==> src/hw/rtl/multiplexed_bcd_clock_with_set_buttons_top_macros.svh <==
// assertion macros for the multiplexed bcd clock top level
`ifndef MULTIPLEXED_BCD_CLOCK_WITH_SET_BUTTONS_TOP_MACROS_SVH
`define MULTIPLEXED_BCD_CLOCK_WITH_SET_BUTTONS_TOP_MACROS_SVH

// same-cycle implication, held off during reset
`define MBC_ASSERT_NOW(lbl, ante, cons, msg) \
	lbl: assert property (@(posedge clk) disable iff (!arst_n) (ante) |-> (cons)) \
		else $error(msg);

// next-cycle implication, held off during reset
`define MBC_ASSERT_NEXT(lbl, ante, cons, msg) \
	lbl: assert property (@(posedge clk) disable iff (!arst_n) (ante) |=> (cons)) \
		else $error(msg);

`endif

==> src/hw/rtl/mbc_pkg.sv <==
// shared types, constants and segment decode for the bcd clock
`default_nettype none

package mbc_pkg;

	// display digit codes, in scan order
	localparam logic [2:0] DIG_HOUR_TENS   = 3'd0;
	localparam logic [2:0] DIG_HOUR_UNITS  = 3'd1;
	localparam logic [2:0] DIG_MIN_TENS    = 3'd2;
	localparam logic [2:0] DIG_MIN_UNITS   = 3'd3;
	localparam logic [2:0] DIG_SEC_TENS    = 3'd4;
	localparam logic [2:0] DIG_SEC_UNITS   = 3'd5;
	localparam logic [2:0] DIG_TENTHS      = 3'd6;

	// button bit positions in the latched level word
	localparam int BTN_HOUR   = 0;
	localparam int BTN_MINUTE = 1;
	localparam int BTN_SECOND = 2;
	localparam int BTN_SET    = 3;

	// register byte address of the debounce gap
	localparam logic [1:0] ADDR_GAP = 2'd0;

	// counter limits
	localparam logic [7:0] CS_LIMIT         = 8'd100;
	localparam logic [4:0] UNIT_LIMIT       = 5'd10;
	localparam logic [3:0] TENS_LIMIT       = 4'd6;
	localparam logic [1:0] HOUR_TENS_LIMIT  = 2'd2;
	localparam logic [3:0] HOUR_UNITS_LIMIT = 4'd4;

	// reset values
	localparam logic [7:0] GAP_RESET    = 8'd10;
	localparam logic [3:0] LEVELS_RESET = 4'hF;

	// centiseconds / 10 as multiply by 205 and shift by 11 (exact below 180)
	localparam logic [14:0] TENTHS_RECIP = 15'd205;

	typedef struct packed {
		logic [1:0] ht;
		logic [3:0] hu;
		logic [2:0] mt;
		logic [3:0] mu;
		logic [2:0] st;
		logic [3:0] su;
		logic [6:0] cs;
	} mbc_time_t;

	typedef struct packed {
		logic tick;
		logic hour;
		logic minute;
		logic second;
	} mbc_bump_t;

	typedef struct packed {
		logic       setting;
		logic [2:0] digit;
	} mbc_scan_stat_t;

	// seven-segment pattern, bit0 = a .. bit6 = g, dark above nine
	function automatic logic [6:0] seg_of(input logic [3:0] v);
		logic [6:0] s;
		case (v)
			4'd0: s = 7'h3F;
			4'd1: s = 7'h06;
			4'd2: s = 7'h5B;
			4'd3: s = 7'h4F;
			4'd4: s = 7'h66;
			4'd5: s = 7'h6D;
			4'd6: s = 7'h7D;
			4'd7: s = 7'h07;
			4'd8: s = 7'h7F;
			4'd9: s = 7'h6F;
			default: s = 7'h00;
		endcase
		return s;
	endfunction

endpackage

`default_nettype wire

==> src/hw/rtl/mbc_time_core.sv <==
// bcd time-of-day counter with eager carries and 24-hour wrap
`default_nettype none

module mbc_time_core (
	input  wire logic              clk,
	input  wire logic              arst_n,
	input  wire mbc_pkg::mbc_bump_t bump,
	output mbc_pkg::mbc_time_t     time_now
);

	mbc_pkg::mbc_time_t time_q;
	mbc_pkg::mbc_time_t time_n;

	logic [7:0] cs_sum;
	logic [4:0] su_sum;
	logic [3:0] st_sum;
	logic [4:0] mu_sum;
	logic [3:0] mt_sum;
	logic [4:0] hu_sum;
	logic       sec_inc;
	logic       min_inc;
	logic       hr_inc;
	logic [3:0] h_units;
	logic [1:0] h_tens;

	// single increments of each digit
	assign cs_sum = {1'b0, time_q.cs} + 8'd1;
	assign su_sum = {1'b0, time_q.su} + 5'd1;
	assign st_sum = {1'b0, time_q.st} + 4'd1;
	assign mu_sum = {1'b0, time_q.mu} + 5'd1;
	assign mt_sum = {1'b0, time_q.mt} + 4'd1;
	assign hu_sum = {1'b0, time_q.hu} + 5'd1;

	// carry ripple from centiseconds up to hours
	always_comb begin
		time_n  = time_q;
		sec_inc = bump.second;
		min_inc = bump.minute;
		hr_inc  = bump.hour;
		h_units = time_q.hu;
		h_tens  = time_q.ht;

		if (bump.tick) begin
			if (cs_sum >= mbc_pkg::CS_LIMIT) begin
				time_n.cs = '0;
				sec_inc   = 1'b1;
			end else begin
				time_n.cs = cs_sum[6:0];
			end
		end

		if (sec_inc) begin
			if (su_sum >= mbc_pkg::UNIT_LIMIT) begin
				time_n.su = '0;
				if (st_sum >= mbc_pkg::TENS_LIMIT) begin
					time_n.st = '0;
					min_inc   = 1'b1;
				end else begin
					time_n.st = st_sum[2:0];
				end
			end else begin
				time_n.su = su_sum[3:0];
			end
		end

		if (min_inc) begin
			if (mu_sum >= mbc_pkg::UNIT_LIMIT) begin
				time_n.mu = '0;
				if (mt_sum >= mbc_pkg::TENS_LIMIT) begin
					time_n.mt = '0;
					hr_inc    = 1'b1;
				end else begin
					time_n.mt = mt_sum[2:0];
				end
			end else begin
				time_n.mu = mu_sum[3:0];
			end
		end

		if (hr_inc) begin
			if (hu_sum >= mbc_pkg::UNIT_LIMIT) begin
				h_units = '0;
				h_tens  = time_q.ht + 2'd1;
			end else begin
				h_units = hu_sum[3:0];
			end
			// 24:00 wraps to 00:00
			if (h_tens >= mbc_pkg::HOUR_TENS_LIMIT && h_units >= mbc_pkg::HOUR_UNITS_LIMIT) begin
				h_units = '0;
				h_tens  = '0;
			end
			time_n.hu = h_units;
			time_n.ht = h_tens;
		end
	end

	// time registers
	always_ff @(posedge clk or negedge arst_n) begin
		if (!arst_n) begin
			time_q <= '0;
		end else begin
			time_q <= time_n;
		end
	end

	assign time_now = time_q;

endmodule

`default_nettype wire

==> src/hw/rtl/mbc_scan_ctrl.sv <==
// scan digit, button latching, debounce and set-mode control
`default_nettype none

module mbc_scan_ctrl (
	input  wire logic                  clk,
	input  wire logic                  arst_n,
	input  wire logic                  scan_go,
	input  wire logic                  tick_go,
	input  wire logic [31:0]           now_s1,
	input  wire logic [3:0]            levels_s1,
	input  wire logic [7:0]            gap,
	output mbc_pkg::mbc_scan_stat_t    stat,
	output mbc_pkg::mbc_bump_t         bump
);

	logic        setting_q;
	logic [2:0]  digit_q;
	logic [1:0]  slot_q;
	logic [3:0]  latched_q;
	logic [31:0] last_press_q;

	logic [3:0]  latched_n;
	logic [31:0] elapsed;
	logic        gap_ok;
	logic        set_p;
	logic        hour_p;
	logic        min_p;
	logic        sec_p;
	logic        setting_n;
	logic        press_seen;

	// latch one pin level in rotation
	always_comb begin
		latched_n         = latched_q;
		latched_n[slot_q] = levels_s1[slot_q];
	end

	// debounce test against the last recorded press
	assign elapsed = now_s1 - last_press_q;
	assign gap_ok  = elapsed > {24'd0, gap};

	assign set_p  = !latched_n[mbc_pkg::BTN_SET];
	assign hour_p = !latched_n[mbc_pkg::BTN_HOUR];
	assign min_p  = !latched_n[mbc_pkg::BTN_MINUTE];
	assign sec_p  = !latched_n[mbc_pkg::BTN_SECOND];

	// set button goes first; a press after it in the same scan sees no gap
	assign setting_n  = setting_q ^ (set_p & gap_ok);
	assign press_seen = set_p | (setting_n & (hour_p | min_p | sec_p));

	always_comb begin
		bump        = '0;
		bump.tick   = tick_go & !setting_q;
		if (scan_go && setting_n && !set_p && gap_ok) begin
			bump.hour   = hour_p;
			bump.minute = !hour_p & min_p;
			bump.second = !hour_p & !min_p & sec_p;
		end
	end

	// control registers
	always_ff @(posedge clk or negedge arst_n) begin
		if (!arst_n) begin
			setting_q    <= 1'b0;
			digit_q      <= mbc_pkg::DIG_HOUR_TENS;
			slot_q       <= '0;
			latched_q    <= mbc_pkg::LEVELS_RESET;
			last_press_q <= '0;
		end else if (scan_go) begin
			setting_q <= setting_n;
			digit_q   <= (digit_q >= mbc_pkg::DIG_TENTHS) ? mbc_pkg::DIG_HOUR_TENS
				: digit_q + 3'd1;
			slot_q    <= slot_q + 2'd1;
			latched_q <= latched_n;
			if (press_seen) begin
				last_press_q <= now_s1;
			end
		end
	end

	assign stat.setting = setting_q;
	assign stat.digit   = digit_q;

endmodule

`default_nettype wire

==> src/hw/rtl/mbc_disp.sv <==
// digit select, segment decode and result register
`default_nettype none

module mbc_disp (
	input  wire logic                    clk,
	input  wire logic                    arst_n,
	input  wire logic                    scan_go,
	input  wire mbc_pkg::mbc_scan_stat_t stat,
	input  wire mbc_pkg::mbc_time_t      time_now,
	input  wire logic                    result_stall,
	output logic                         result_valid,
	output logic [2:0]                   digit_select,
	output logic [6:0]                   segments,
	output logic                         set_mode_on
);

	logic        valid_q;
	logic [2:0]  digit_q;
	logic [6:0]  seg_q;
	logic        set_q;

	logic [14:0] tenths_prod;
	logic [3:0]  tenths;
	logic [3:0]  shown;
	logic        dark;
	logic [6:0]  seg_n;

	// tenths of a second from the centisecond count
	assign tenths_prod = {8'd0, time_now.cs} * mbc_pkg::TENTHS_RECIP;
	assign tenths      = tenths_prod[14:11];

	// pick the digit under the scan
	always_comb begin
		dark  = 1'b0;
		shown = '0;
		case (stat.digit)
			mbc_pkg::DIG_HOUR_TENS:  shown = {2'd0, time_now.ht};
			mbc_pkg::DIG_HOUR_UNITS: shown = time_now.hu;
			mbc_pkg::DIG_MIN_TENS:   shown = {1'b0, time_now.mt};
			mbc_pkg::DIG_MIN_UNITS:  shown = time_now.mu;
			mbc_pkg::DIG_SEC_TENS:   shown = {1'b0, time_now.st};
			mbc_pkg::DIG_SEC_UNITS:  shown = time_now.su;
			mbc_pkg::DIG_TENTHS:     shown = tenths;
			default:                 dark  = 1'b1;
		endcase
	end

	assign seg_n = dark ? 7'd0 : mbc_pkg::seg_of(shown);

	// result register valid
	always_ff @(posedge clk or negedge arst_n) begin
		if (!arst_n) begin
			valid_q <= 1'b0;
		end else if (scan_go) begin
			valid_q <= 1'b1;
		end else if (!result_stall) begin
			valid_q <= 1'b0;
		end
	end

	// result payload
	always_ff @(posedge clk) begin
		if (scan_go) begin
			digit_q <= stat.digit;
			seg_q   <= seg_n;
			set_q   <= stat.setting;
		end
	end

	assign result_valid = valid_q;
	assign digit_select = digit_q;
	assign segments     = seg_q;
	assign set_mode_on  = set_q;

endmodule

`default_nettype wire

==> src/hw/rtl/multiplexed_bcd_clock_with_set_buttons_top.sv <==
// Multiplexed 24-hour BCD clock with set buttons. The block takes one request per clock
// cycle, ticks and scan steps alike, whenever item_stall is low. A request taken at a clock
// edge sits in the input register until it can advance; in that cycle a single pass of logic
// advances the time counters and button handling and loads the scan result into the output
// register; the result is offered from then on. Ticks produce no result and never wait.
// The only thing that holds off a new request is the result register: item_stall rises while
// a scan request sits in the input register and the previous result is still held there by
// result_stall. The debounce gap is written through the APB port at address 0.
`default_nettype none
`include "multiplexed_bcd_clock_with_set_buttons_top_macros.svh"

module multiplexed_bcd_clock_with_set_buttons_top (
	input  wire logic        clk,
	input  wire logic        arst_n,
	// request channel
	input  wire logic        item_valid,
	output logic             item_stall,
	input  wire logic        kind,
	input  wire logic [31:0] now_ms,
	input  wire logic        hour_button_level,
	input  wire logic        minute_button_level,
	input  wire logic        second_button_level,
	input  wire logic        set_button_level,
	// result channel
	output logic             result_valid,
	input  wire logic        result_stall,
	output logic [2:0]       digit_select,
	output logic [6:0]       segments,
	output logic             set_mode_on,
	// configuration port
	input  wire logic        psel,
	input  wire logic        penable,
	input  wire logic        pwrite,
	input  wire logic [1:0]  paddr,
	input  wire logic [31:0] pwdata,
	output logic [31:0]      prdata,
	output logic             pready
);

	logic        valid_s1;
	logic        kind_s1;
	logic [31:0] now_s1;
	logic [3:0]  levels_s1;
	logic [7:0]  gap_q;

	logic        item_take;
	logic        advance;
	logic        scan_go;
	logic        tick_go;
	logic        cfg_write;

	mbc_pkg::mbc_bump_t      bump;
	mbc_pkg::mbc_scan_stat_t stat;
	mbc_pkg::mbc_time_t      time_now;

	// configuration register, single word
	assign pready    = 1'b1;
	assign cfg_write = psel & penable & pwrite & pready & (paddr == mbc_pkg::ADDR_GAP);
	assign prdata    = {24'd0, gap_q};

	always_ff @(posedge clk or negedge arst_n) begin
		if (!arst_n) begin
			gap_q <= mbc_pkg::GAP_RESET;
		end else if (cfg_write) begin
			gap_q <= pwdata[7:0];
		end
	end

	// input stage handshake
	assign advance    = valid_s1 & (!kind_s1 | !result_valid | !result_stall);
	assign item_stall = valid_s1 & !advance;
	assign item_take  = item_valid & !item_stall;
	assign scan_go    = advance & kind_s1;
	assign tick_go    = advance & !kind_s1;

	always_ff @(posedge clk or negedge arst_n) begin
		if (!arst_n) begin
			valid_s1 <= 1'b0;
		end else if (item_take) begin
			valid_s1 <= 1'b1;
		end else if (advance) begin
			valid_s1 <= 1'b0;
		end
	end

	// input stage payload
	always_ff @(posedge clk) begin
		if (item_take) begin
			kind_s1   <= kind;
			now_s1    <= now_ms;
			levels_s1 <= {set_button_level, second_button_level,
				minute_button_level, hour_button_level};
		end
	end

	mbc_scan_ctrl u_scan (
		.clk       (clk),
		.arst_n    (arst_n),
		.scan_go   (scan_go),
		.tick_go   (tick_go),
		.now_s1    (now_s1),
		.levels_s1 (levels_s1),
		.gap       (gap_q),
		.stat      (stat),
		.bump      (bump)
	);

	mbc_time_core u_time (
		.clk      (clk),
		.arst_n   (arst_n),
		.bump     (bump),
		.time_now (time_now)
	);

	mbc_disp u_disp (
		.clk          (clk),
		.arst_n       (arst_n),
		.scan_go      (scan_go),
		.stat         (stat),
		.time_now     (time_now),
		.result_stall (result_stall),
		.result_valid (result_valid),
		.digit_select (digit_select),
		.segments     (segments),
		.set_mode_on  (set_mode_on)
	);

	// checks
	`MBC_ASSERT_NOW(a_stall_only_on_full, item_stall, result_valid && result_stall && kind_s1, "input stalled without a blocked scan result")
	`MBC_ASSERT_NEXT(a_scan_loads_result, scan_go, result_valid, "scan request left no result")
	`MBC_ASSERT_NEXT(a_set_mode_freezes, tick_go && stat.setting, $stable(time_now), "time moved on a tick in set mode")
	`MBC_ASSERT_NOW(a_digits_in_range, 1'b1, time_now.su < 4'd10 && time_now.mu < 4'd10 && time_now.st < 3'd6 && time_now.mt < 3'd6 && time_now.cs < 7'd100, "time digit out of range")

endmodule

`default_nettype wire

==> config.mk <==
export PLATFORM = sky130hd
export DESIGN_NAME = multiplexed_bcd_clock_with_set_buttons_top
export DESIGN_NICKNAME = d
export VERILOG_FILES = /design/src/hw/rtl/mbc_pkg.sv /design/src/hw/rtl/mbc_time_core.sv /design/src/hw/rtl/mbc_scan_ctrl.sv /design/src/hw/rtl/mbc_disp.sv /design/src/hw/rtl/multiplexed_bcd_clock_with_set_buttons_top.sv
export VERILOG_INCLUDE_DIRS = /design/src /design/src/hw/rtl
export SDC_FILE = /design/constraint.sdc
export NUM_CORES = 1
export LEC_CHECK = 0
export BUFFER_PORTS_ARGS = -buffer_cell sky130_fd_sc_hd__buf_2
export CAP_MARGIN = 20
export CORE_ASPECT_RATIO = 2
export CORE_MARGIN = 3
export CORE_UTILIZATION = 50
export CTS_CLUSTER_DIAMETER = 40
export DETAILED_ROUTE_END_ITERATION = 7
export PLACE_DENSITY = 0.71
export SLEW_MARGIN = 20
export SYNTH_ARGS = -nofsm -noshare
export SYNTH_HDL_FRONTEND = slang
export SYNTH_SLANG_ARGS = --single-unit
==> constraint.sdc <==
create_clock -name clk -period 6.27 [get_ports clk]
set_clock_uncertainty 0.1 [all_clocks]
set_input_delay 1.254 -clock clk [delete_from_list [all_inputs] [get_ports clk]]
set_output_delay 1.254 -clock clk [all_outputs]
set_load 0.01 [all_outputs]
==> qor.txt, run 1 <==
Clock transition time at the flip-flop clock pins of the worst setup and hold paths = 0.06 ns
Gpl congestion = 0.9683
Final antenna-violating net count = 0
Number of diodes = 0
First drt pass iteration count = 7
Met3 wire length = 557 µm
Design area = 0.01033 mm²
Die H = 198.9 µm
Post-Syn Area per Cell = 9.416 µm²
Hold WS = 0.3834 ns
Seq/Total Area, Yosys = 36.83%
Boundary pin count = 124
Flop pwr share = 22.0%
Worst hold endpoint = u_scan.latched_q[0]
H-tree Lvls = 4
Critical-path cell list = ha_1 > ha_1 > inv_1 > fa_1 > inv_1 > fa_1 > ha_1 > a31o_2 > a21o_1 > a211oi_1 > nor2_1 > o21a_1 > nor2_1 > xnor2_1 > a21boi_1 > buf_4 > inv_1 > ha_1 > mux2_2 > o21ai_0
Initial core utilization = 50.82%
Worst hold path depth = 2
Nets = 1242
DR vias/cell = 5.769
TritonCTS buffer count = 17
Top layer in use = met4
CORE AREA = 0.01831 mm²
# DRC = 0
Vias = 7407
Reg-to-Reg End = u_disp.segments[6]
Synth cell types = 87
First-pass GRT wire length = 36190 µm
Root Buffer Master = clkbuf_16
Number of max-cap violations = 0
Clock sinks = 127
Clock Latency Late Sink = 0.43 ns
Gr usage total = 22.99%
Iteration-0 DRC Markers = 279
Clock power share = 15.9%
CP Max Fanout = 9
Die area = 0.02038 mm²
Synth async-reset ratio = 62.20%
Final core utilization = 56.43%
Sw power = 0.002830 W
Most frequent CP cell = ha_1
Syn. warnings = 0
Worst-Margin Slew = 1.006 ns
Std-Cell Rows = 70
R2R Path Start = u_time.time_now[4]
Port Buffers = 74
Crit. End Element = register
Number of global-route vias before repair = 7577
Routed met2 length = 13120 µm
Routed len/inst = 17.45 µm
Crit path max-delay family = adder cells
Final Cycle Share = 79.72%
Worst VDD drop = 703.3 µV
Synthesis-stage register bit count = 127
Logic pwr share = 62.1%
Cts hold-fix bufs = 0
Arrival @ worst endpoint = 5.16 ns
Syn-to-layout area delta = 11.04%
Cell Area, Placed = 0.009736 mm²
Layout cell share with drive strength beyond 1 = 15.36%
Post-synth EDFFs = 48
Worst hold path class = register to register
Max incr delay on CP = 0.49 ns
Leakage Power = 4.655 nW
Filler cells = 1681
RSZ-0062 raised after global routing = false
Post-Syn Area = 0.009303 mm²
Slew Limit Headroom = 32.03%
DIE WIDTH = 102.5 µm
Final setup fails = 0
Setup TNS = 0 ns
Synth Flop Type = dfrtp_1
Largest net degree at the start of global routing = 76
CTS tree = done
Critical Path RT = 6.43 ns
Metal1 wirelength = 7597 µm
Min Tclk post-route = 4.998 ns
Synthesized instance count = 988
Kind of critical path = register to register
CTS resizes = 0
Power Density = 600.2 mW/mm²
Sw frac = 45.64%
Worst Reg2Reg Path Length in Cells = 20
Int Pwr = 0.003370 W
Slew Viols, Final = 0
Grt ovf = 0
Initial antenna violation count = 0
Post-CTS Setup Bufs = 0
Slowest stage cell on the critical path = dfrtp_1
Total Wirelength = 22410 µm
Reg2reg setup slack = 1.27 ns
Hold_sp = u_scan.latched_q[0]
HPWL Detailed = 17280 µm
Final hold vios = 0
CP Buf/Inv Count = 4
Status = completed
CTS Buffer Depth = 2
Startpoint Class = register
F_max = 200.1 MHz
[synthesized netlist by cell type, types with 16 or more instances]
cell / n / area (µm²)
clkbuf_1: 16 / 60.06
nand2_1: 106 / 397.9
nor3_1: 21 / 105.1
o21ai_0: 81 / 405.4
ha_1: 100 / 1251
inv_1: 88 / 330.3
dfrtp_1: 73 / 1827
edfxtp_1: 48 / 1441
mux2_2: 16 / 180.2
nand2b_1: 18 / 112.6
a21oi_1: 47 / 235.2
nor2_1: 54 / 202.7
xnor2_1: 16 / 140.1
buf_4: 31 / 232.7
[worst max-delay path by stage]
| stage | startpoint | end | depth (start not counted) | slack (ns) |
|---|---|---|---|---|
| 2_1_floorplan | u_time.time_now[4] | u_disp.segments[6] | 19 | 1.52 |
| 3_3_place_gp | u_time.time_now[4] | u_disp.segments[6] | 20 | 1.29 |
| 3_5_place_dp | u_time.time_now[4] | u_disp.segments[6] | 20 | 1.23 |
| 4_1_cts | u_time.time_now[4] | u_disp.segments[6] | 20 | 1.20 |
| 5_1_grt | u_time.time_now[4] | u_disp.segments[6] | 20 | 0.91 |
| 6_report | u_time.time_now[4] | u_disp.segments[6] | 20 | 1.27 |
[area by class of cell]
cell class                 instances  area [µm²]  area share (%)
clock buffer                      20       456.7           4.421
clock inverter                    12       133.9           1.296
inverter                          88       330.3           3.198
multi-input combinational        742        5299           51.30
sequential                       127        3426           33.16
tap                              216       270.3           2.616
timing repair buffer              79       414.1           4.009
[power by group through the flow]
stage	registers, W	clock network, W	logic (W)
6_report	0.00136	0.000984	0.00385
5_1_grt	0.00140	0.00104	0.00441
4_1_cts	0.00137	0.00100	0.00388
3_5_place_dp	0.00138	0	0.00385
3_3_place_gp	0.00137	0	0.00376
2_1_floorplan	0.00132	0	0.00297
[worst min-delay path: stages (launching register included)]
cell and delay (ns):
dfstp_2 0.36, nand2_1 0.04, o21ai_0 0.07
[cells in the final DEF (no fill, tap or decap), types with 7 or more instances in the layout]
master / instances
edfxtp_1: 48
clkbuf_16: 17
a21oi_1: 46
and3_1: 8
mux2_2: 16
nand3_1: 13
dfrtp_1: 73
o22ai_1: 7
nand2_1: 106
a31oi_1: 7
xor2_1: 10
nand4_1: 14
nand3b_1: 7
buf_2: 73
nor2_1: 54
a211oi_1: 12
mux2i_1: 13
conb_1: 25
xnor2_1: 16
a21o_1: 12
o211ai_1: 10
nor3_1: 21
o21ai_0: 81
o21a_1: 11
ha_1: 100
nand2b_1: 18
inv_1: 88
fa_1: 9
[sequential cells by signal (all words and copies together), names as in the netlist, 4 cells and up]
name                 flops
u_scan.latched_q         4
u_disp.segments          7
u_scan.last_press_q     32
levels_s1                4
now_s1                  32
u_time.time_now         27
gap_q                    8
[cells by family after synthesis]
logic type | Yosys count | synth area share [%]
simple gates | 292 | 15.84
other cells | 2 | 0.08073
flops | 127 | 36.83
xor+xnor | 26 | 2.448
compound gates | 257 | 18.12
buf+inv | 142 | 7.276
mux | 33 | 4.021
fa+ha+maj | 109 | 15.39
[through the flow]
step	total power [W]	cells	setup WS [ns]
4_1_cts	0.006249	1284	1.203
3_3_place_gp	0.005130	1252	1.291
3_5_place_dp	0.005223	1252	1.229
5_1_grt	0.006853	1284	0.9097
2_1_floorplan	0.004283	1011	1.524
6_report	0.006200	1284	1.272
[metal layers]
layer / GRT usage, % / vias up
li1: - / 3647
met2: 45.25 / 158
met3: 3.966 / 63
met5: 0 / -
met4: 13.09 / 0
met1: 20.91 / 3539
(Power assumes the default switching activity.)
==> run 2: changes to the inputs <==
--- a/config.mk
+++ b/config.mk
@@ -13,7 +13,7 @@
 export CORE_UTILIZATION = 50
 export CTS_CLUSTER_DIAMETER = 40
 export DETAILED_ROUTE_END_ITERATION = 7
-export PLACE_DENSITY = 0.71
+export PLACE_DENSITY = 0.73
 export SLEW_MARGIN = 20
 export SYNTH_ARGS = -nofsm -noshare
 export SYNTH_HDL_FRONTEND = slang
==> constraint.sdc (replaced) <==
create_clock -name clk -period 4.24 [get_ports clk]
set_clock_uncertainty 0.1 [all_clocks]
set_input_delay 0.848 -clock clk [delete_from_list [all_inputs] [get_ports clk]]
set_output_delay 0.848 -clock clk [all_outputs]
set_load 0.01 [all_outputs]
==> run 2 against run 1 <==
The run now ends with setup timing left. Via count rose by 6.6%. First-iteration DRC count is 30% higher. Clock-buffer cell count shrank 3. Final cell count up 5.5%. Non-clock buffer count rose by 70. Maximum frequency is 13% higher. Hold slack lost 0.047 ns. Combinational power rose by 73%. Clock power increased by 66%. Critical path depth decreased by 1. Power rose by 66%.
==> qor.txt, run 2 (same netlist as run 1, synthesis figures left out) <==
Number of max-cap violations = 0 (unchanged)
DR vias/cell = 5.831 (+1.1%)
Grt ovf = 0 (unchanged)
Crit path max-delay family = adder cells
Slew Limit Headroom = 31.96% (-0.069 points)
Nets = 1312 (+5.6%)
Clock Latency Late Sink = 0.43 ns (about the same)
Cts hold-fix bufs = 0 (unchanged)
Routed len/inst = 17.54 µm (+0.48%)
Number of global-route vias before repair = 7979 (+5.3%)
First-pass GRT wire length = 37780 µm (+4.4%)
CP Buf/Inv Count = 3 (-1)
Layout cell share with drive strength beyond 1 = 25.13% (+9.8 points)
F_max = 226.4 MHz (+13%)
Startpoint Class = register
Final antenna-violating net count = 0 (unchanged)
DIE WIDTH = 102.5 µm (unchanged)
Worst hold path class = input pin to async pin
RSZ-0062 raised after global routing = true
Initial antenna violation count = 0 (unchanged)
CP Max Fanout = 5 (-4)
Status = finished with violations
Most frequent CP cell = ha_4
Clock sinks = 127 (unchanged)
Worst-Margin Slew = 1.021 ns (+0.01419 ns)
Initial core utilization = 50.82% (unchanged)
Max incr delay on CP = 0.47 ns (-0.02 ns)
Kind of critical path = register to register
TritonCTS buffer count = 17 (unchanged)
Largest net degree at the start of global routing = 46 (-39%)
Die H = 198.9 µm (unchanged)
CTS Buffer Depth = 2 (unchanged)
Std-Cell Rows = 70 (unchanged)
Total Wirelength = 23750 µm (+6.0%)
HPWL Detailed = 18240 µm (+5.5%)
Gr usage total = 23.84% (+0.85 points)
Vias = 7895 (+6.6%)
Most frequent cells in the layout = 104 x nand2_1, 92 x ha_1, 84 x inv_1, 73 x o21ai_0, 73 x buf_2
Final setup fails = 11 (+11)
Final hold vios = 0 (unchanged)
Final core utilization = 61.91% (+5.5 points)
Leakage Power = 5.123 nW (+10%)
Clock transition time at the flip-flop clock pins of the worst setup and hold paths = 0.06 ns (about the same)
Number of diodes = 0 (unchanged)
Crit. End Element = register
Slowest stage cell on the critical path = fa_1
Final Cycle Share = 104.2% (+24 points)
Gpl congestion = 0.9862 (+1.8%)
Slew Viols, Final = 0 (unchanged)
Design area = 0.01133 mm² (+9.7%)
Cell Area, Placed = 0.01032 mm² (+6.0%)
Worst VDD drop = 807.2 µV (+15%)
Filler cells = 1527 (-9.2%)
Boundary pin count = 124 (unchanged)
CORE AREA = 0.01831 mm² (unchanged)
Root Buffer Master = clkbuf_16
First drt pass iteration count = 7 (unchanged)
Syn-to-layout area delta = 21.82%
Die area = 0.02038 mm² (unchanged)
Min Tclk post-route = 4.417 ns (-0.5814 ns)
Critical Path RT = 4.32 ns (-2.11 ns)
CTS tree = done
Final worst setup slack = -0.1768 ns (-1.449 ns)
Port Buffers = 74 (unchanged)
Iteration-0 DRC Markers = 363 (+30%)
Failing checks = setup timing
Most common cell after layout, fill and taps aside = nand2_1
# DRC = 0 (unchanged)
Critical-path cell list = ha_4 > ha_4 > inv_2 > fa_1 > inv_1 > fa_1 > ha_1 > a31o_2 > a21o_1 > a211oi_2 > nor2_1 > o21a_1 > nor2_1 > xnor2_1 > a21boi_2 > buf_6 > ha_4 > nand2_1 > a22o_1
Arrival @ worst endpoint = 4.50 ns (-0.66 ns)
H-tree Lvls = 4 (unchanged)
Power Density = 908.2 mW/mm² (+51%)
run 2: cell types whose count changed in the layout (fill, tap and decap cells not counted), moves of 4 or more:
cell / before / now
o31ai_1: 6 / 2
o21ai_1: 3 / 9
ha_4: 0 / 7
inv_1: 88 / 84
o21ai_0: 81 / 73
dfrtp_1: 73 / 69
buf_6: 1 / 7
ha_1: 100 / 92
buf_4: 5 / 66
o41ai_1: 5 / 1
nor2_4: 0 / 4
dfrtp_2: 0 / 4
nor2_1: 54 / 47
run 2: through the flow:
stage                     hold slack, ns  setup slack (ns)  std cells  setup TNS [ns]  total power (W)
final                             0.3366           -0.1768       1354         -0.9008          0.01029
after floorplan                   0.3586          -0.07126       1011         -0.2774         0.006491
after CTS                         0.3587           -0.2125       1351          -1.293          0.01018
after global placement            0.3687           -0.2766       1314          -5.993         0.008170
after detailed placement          0.3807           -0.4045       1314          -9.530         0.008334
after global routing              0.3725           -0.3990       1354          -4.902          0.01131
run 2: final cells by class:
| cell class | instances | area (µm²) | area share (%) |
|---|---|---|---|
| clock buffer | 17 | 425.4 | 3.754 |
| clock inverter | 15 | 229.0 | 2.021 |
| inverter | 88 | 332.8 | 2.937 |
| multi-input combinational | 742 | 5644 | 49.81 |
| sequential | 127 | 3431 | 30.27 |
| tap | 216 | 270.3 | 2.385 |
| timing repair buffer | 149 | 999.7 | 8.822 |
run 2: final timing paths:
check | slack (ns) | endpoint | cells past startpoint | start
worst min register to register | 0.38 | u_scan.latched_q[1] | 2 | u_scan.latched_q[1]
worst max register to register | -0.18 | u_disp.segments[3] | 19 | u_time.time_now[4]
worst max-delay path | -0.18 | u_disp.segments[3] | 19 | u_time.time_now[4]
max in group asynchronous | 2.76 | u_scan.latched_q[2] | 2 | arst_n
worst min-delay path | 0.34 | u_scan.last_press_q[14] | 1 | arst_n
min in group clk | 0.38 | u_scan.latched_q[1] | 2 | u_scan.latched_q[1]
run 2: repair_timing:
item                       4_1_cts  5_1_grt
pin swaps                       14       22
setup endpoints to repair       34       34
setup buffers                    5        4
gates resized for setup         17       53
run 2: routing by layer:
| layer | track usage, % | part of all wire, % |
|---|---|---|
| met2 | 46.81 | 58 |
| met5 | 0 | 0 |
| met1 | 20.45 | 31 |
| met3 | 4.528 | 3.2 |
| met4 | 15.86 | 6.8 |
run 2: power breakdown:
group	total, W	switching, W	internal [W]
combinational	0.00667	0.00366	0.00300
clock	0.00163	0.000577	0.00105
sequential	0.00200	0.000296	0.00170
==> run 3: changes to the inputs <==
--- a/config.mk
+++ b/config.mk
@@ -14,6 +14,7 @@
 export CTS_CLUSTER_DIAMETER = 40
 export DETAILED_ROUTE_END_ITERATION = 7
 export PLACE_DENSITY = 0.73
+export REMOVE_ABC_BUFFERS = 1
 export SLEW_MARGIN = 20
 export SYNTH_ARGS = -nofsm -noshare
 export SYNTH_HDL_FRONTEND = slang
==> run 3 against run 2 <==
The flow still finishes with violations (setup timing). Power rose by 2.9%. Cell area increased by 0.54%. Sequential share of layout area fell by 0.21 points.
==> qor.txt, run 3 (same netlist as run 1, synthesis figures left out) <==
Layout Cells excl Fill = 1366 (+0.89%)
Arrival @ worst endpoint = 4.69 ns (+0.19 ns)
Final hold vios = 0 (unchanged)
CP Buf/Inv Count = 3 (unchanged)
Worst-Margin Slew = 1.028 ns (+0.007540 ns)
Sw power = 0.004768 W (+5.1%)
Vias = 7949 (+0.68%)
DIE WIDTH = 102.5 µm (unchanged)
TritonCTS buffer count = 17 (unchanged)
Most common cell after layout, fill and taps aside = nand2_1
Worst Reg2Reg Path Length in Cells = 19 (unchanged)
Iteration-0 DRC Markers = 270 (-26%)
DR vias/cell = 5.819 (-0.20%)
Std-Cell Rows = 70 (unchanged)
CTS Buffer Depth = 2 (unchanged)
Worst hold path class = register to register
Max incr delay on CP = 0.48 ns (about the same)
Initial antenna violation count = 0 (unchanged)
Crit. path cell count = 19 (unchanged)
Root Buffer Master = clkbuf_16
Final core utilization = 62.24% (+0.33 points)
Min Tclk post-route = 4.611 ns (+0.1947 ns)
HPWL Detailed = 18150 µm (-0.47%)
Final setup fails = 29 (+18)
Most frequent cells in the layout = 100 x nand2_1, 91 x ha_1, 86 x inv_1, 74 x buf_4
Power Density = 929.5 mW/mm² (+2.3%)
Gpl congestion = 0.9815 (-0.48%)
Slew Viols, Final = 0 (unchanged)
Sw frac = 45.02% (+0.94 points)
First-pass GRT wire length = 38840 µm (+2.8%)
Syn-to-layout area delta = 22.47%
Die area = 0.02038 mm² (unchanged)
Largest net degree at the start of global routing = 56 (+22%)
Clock transition time at the flip-flop clock pins of the worst setup and hold paths = 0.06 ns (about the same)
# DRC = 0 (unchanged)
Number of max-cap violations = 0 (unchanged)
Crit path max-delay family = adder cells
Initial core utilization = 50.82% (unchanged)
H-tree Lvls = 4 (unchanged)
Clock sinks = 127 (unchanged)
Grt ovf = 0 (unchanged)
Filler cells = 1525 (-0.13%)
Flop pwr share = 18.7% (-0.7 points)
Critical-path cell list = ha_1 > ha_1 > inv_1 > fa_1 > inv_1 > fa_1 > ha_1 > a31o_2 > a21o_1 > a211oi_2 > nor2_1 > o21a_1 > nor2_2 > xnor2_1 > a21boi_1 > buf_4 > ha_4 > nand2_2 > a22o_1
CTS tree = done
Final antenna-violating net count = 0 (unchanged)
Slowest stage cell on the critical path = fa_1
Startpoint Class = register
Status = finished with violations
Number of global-route vias before repair = 8319 (+4.3%)
Final Cycle Share = 108.8% (+4.6 points)
Crit. End Element = register
Clock power share = 14.0% (-1.8 points)
Slew Limit Headroom = 31.46% (-0.50 points)
Layout cell share with drive strength beyond 1 = 26.35% (+1.2 points)
Port Buffers = 74 (unchanged)
Total Wirelength = 24410 µm (+2.8%)
F_max = 216.9 MHz (-4.2%)
Kind of critical path = register to register
Boundary pin count = 124 (unchanged)
Final worst setup slack = -0.3715 ns (-0.1947 ns)
Worst VDD drop = 1269 µV (+57%)
Worst hold path depth = 2
Die H = 198.9 µm (unchanged)
Failing checks = setup timing
Int Pwr = 0.005822 W (+1.2%)
Most frequent CP cell = ha_1
Clock Latency Late Sink = 0.43 ns (about the same)
CP Max Fanout = 5 (unchanged)
Nets = 1324 (+0.91%)
Logic pwr share = 67.3% (+2.5 points)
Cts hold-fix bufs = 0 (unchanged)
Number of diodes = 0 (unchanged)
RSZ-0062 raised after global routing = true
First drt pass iteration count = 5 (-2)
Placed cell count = 1315 (+0.076%)
Gr usage total = 24.57% (+0.73 points)
Routed len/inst = 17.87 µm (+1.9%)
Critical Path RT = 4.32 ns (about the same)
CORE AREA = 0.01831 mm² (unchanged)
Leakage Power = 5.159 nW (+0.71%)
run 3: cell types whose count changed in the layout (fill, tap and decap cells not counted), sizes merged:
cell / delta
clkinvlp: +1
clkbuf: +4
inv: -3
buf: +12
bufinv: -3
clkinv: +1
run 3: metal layers:
layer	part of all wire (%)	up-vias	track usage [%]
met3	3.5	97	4.598
li1	-	3820	-
met1	32	3798	21.99
met2	58	234	47.75
met4	5.9	0	15.47
met5	0	-	0
run 3: stage by stage:
| stage | hold slack (ns) | setup TNS [ns] | cell area [µm²] | worst slack (ns) | power (W) |
|---|---|---|---|---|---|
| after global routing | 0.4156 | -10.04 | 11390 | -0.5328 | 0.01154 |
| after global placement | 0.3690 | -14.36 | 10230 | -0.5590 | 0.008029 |
| final | 0.3792 | -4.003 | 11390 | -0.3715 | 0.01059 |
| after CTS | 0.3830 | -5.181 | 11180 | -0.3016 | 0.01026 |
| after detailed placement | 0.3740 | -16.51 | 10230 | -0.6202 | 0.008167 |
| after floorplan | 0.3586 | -2.887 | 9042 | -0.5063 | 0.006240 |
run 3: cell type report:
cell class                 instances  area (µm²)  share of cell area [%]
clock buffer                      21       461.7                   4.052
clock inverter                    11       132.6                   1.164
inverter                          88       335.3                   2.943
multi-input combinational        742        5673                   49.79
sequential                       127        3426                   30.07
tap                              216       270.3                   2.372
timing repair buffer             161        1095                   9.609
run 3: path summary, 6_finish.rpt:
kind,start,end,slack (ns)
max,u_time.time_now[6],u_disp.segments[3],-0.37
min,u_scan.latched_q[2],u_scan.latched_q[2],0.38
max reg2reg,u_time.time_now[6],u_disp.segments[3],-0.37
min reg2reg,u_scan.latched_q[2],u_scan.latched_q[2],0.38
max in group asynchronous,arst_n,u_scan.latched_q[0],2.77
min in group asynchronous,arst_n,gap_q[0],0.41
run 3: worst min-delay path, stage by stage, from the launching register on:
cell and delay [ns]:
dfstp_2 0.37, nand2_1 0.04, o21ai_0 0.06
run 3: power groups by stage:
stage / combinational, W / sequential [W] / clock [W]
CTS: 0.00678 / 0.00198 / 0.00151
finish: 0.00712 / 0.00198 / 0.00148
detailed placement: 0.00618 / 0.00198 / 0
global route: 0.00796 / 0.00203 / 0.00156
floorplan: 0.00427 / 0.00197 / 0
global placement: 0.00606 / 0.00197 / 0
run 3: what timing repair did:
item / 4_1_cts / 5_1_grt
gates cloned: 1 / 0
endpoints found under the hold margin: 0 / 0
gates resized for setup: 74 / 30
pin swaps: 43 / 25
endpoints found under the setup margin: 34 / 34
setup buffers: 12 / 7
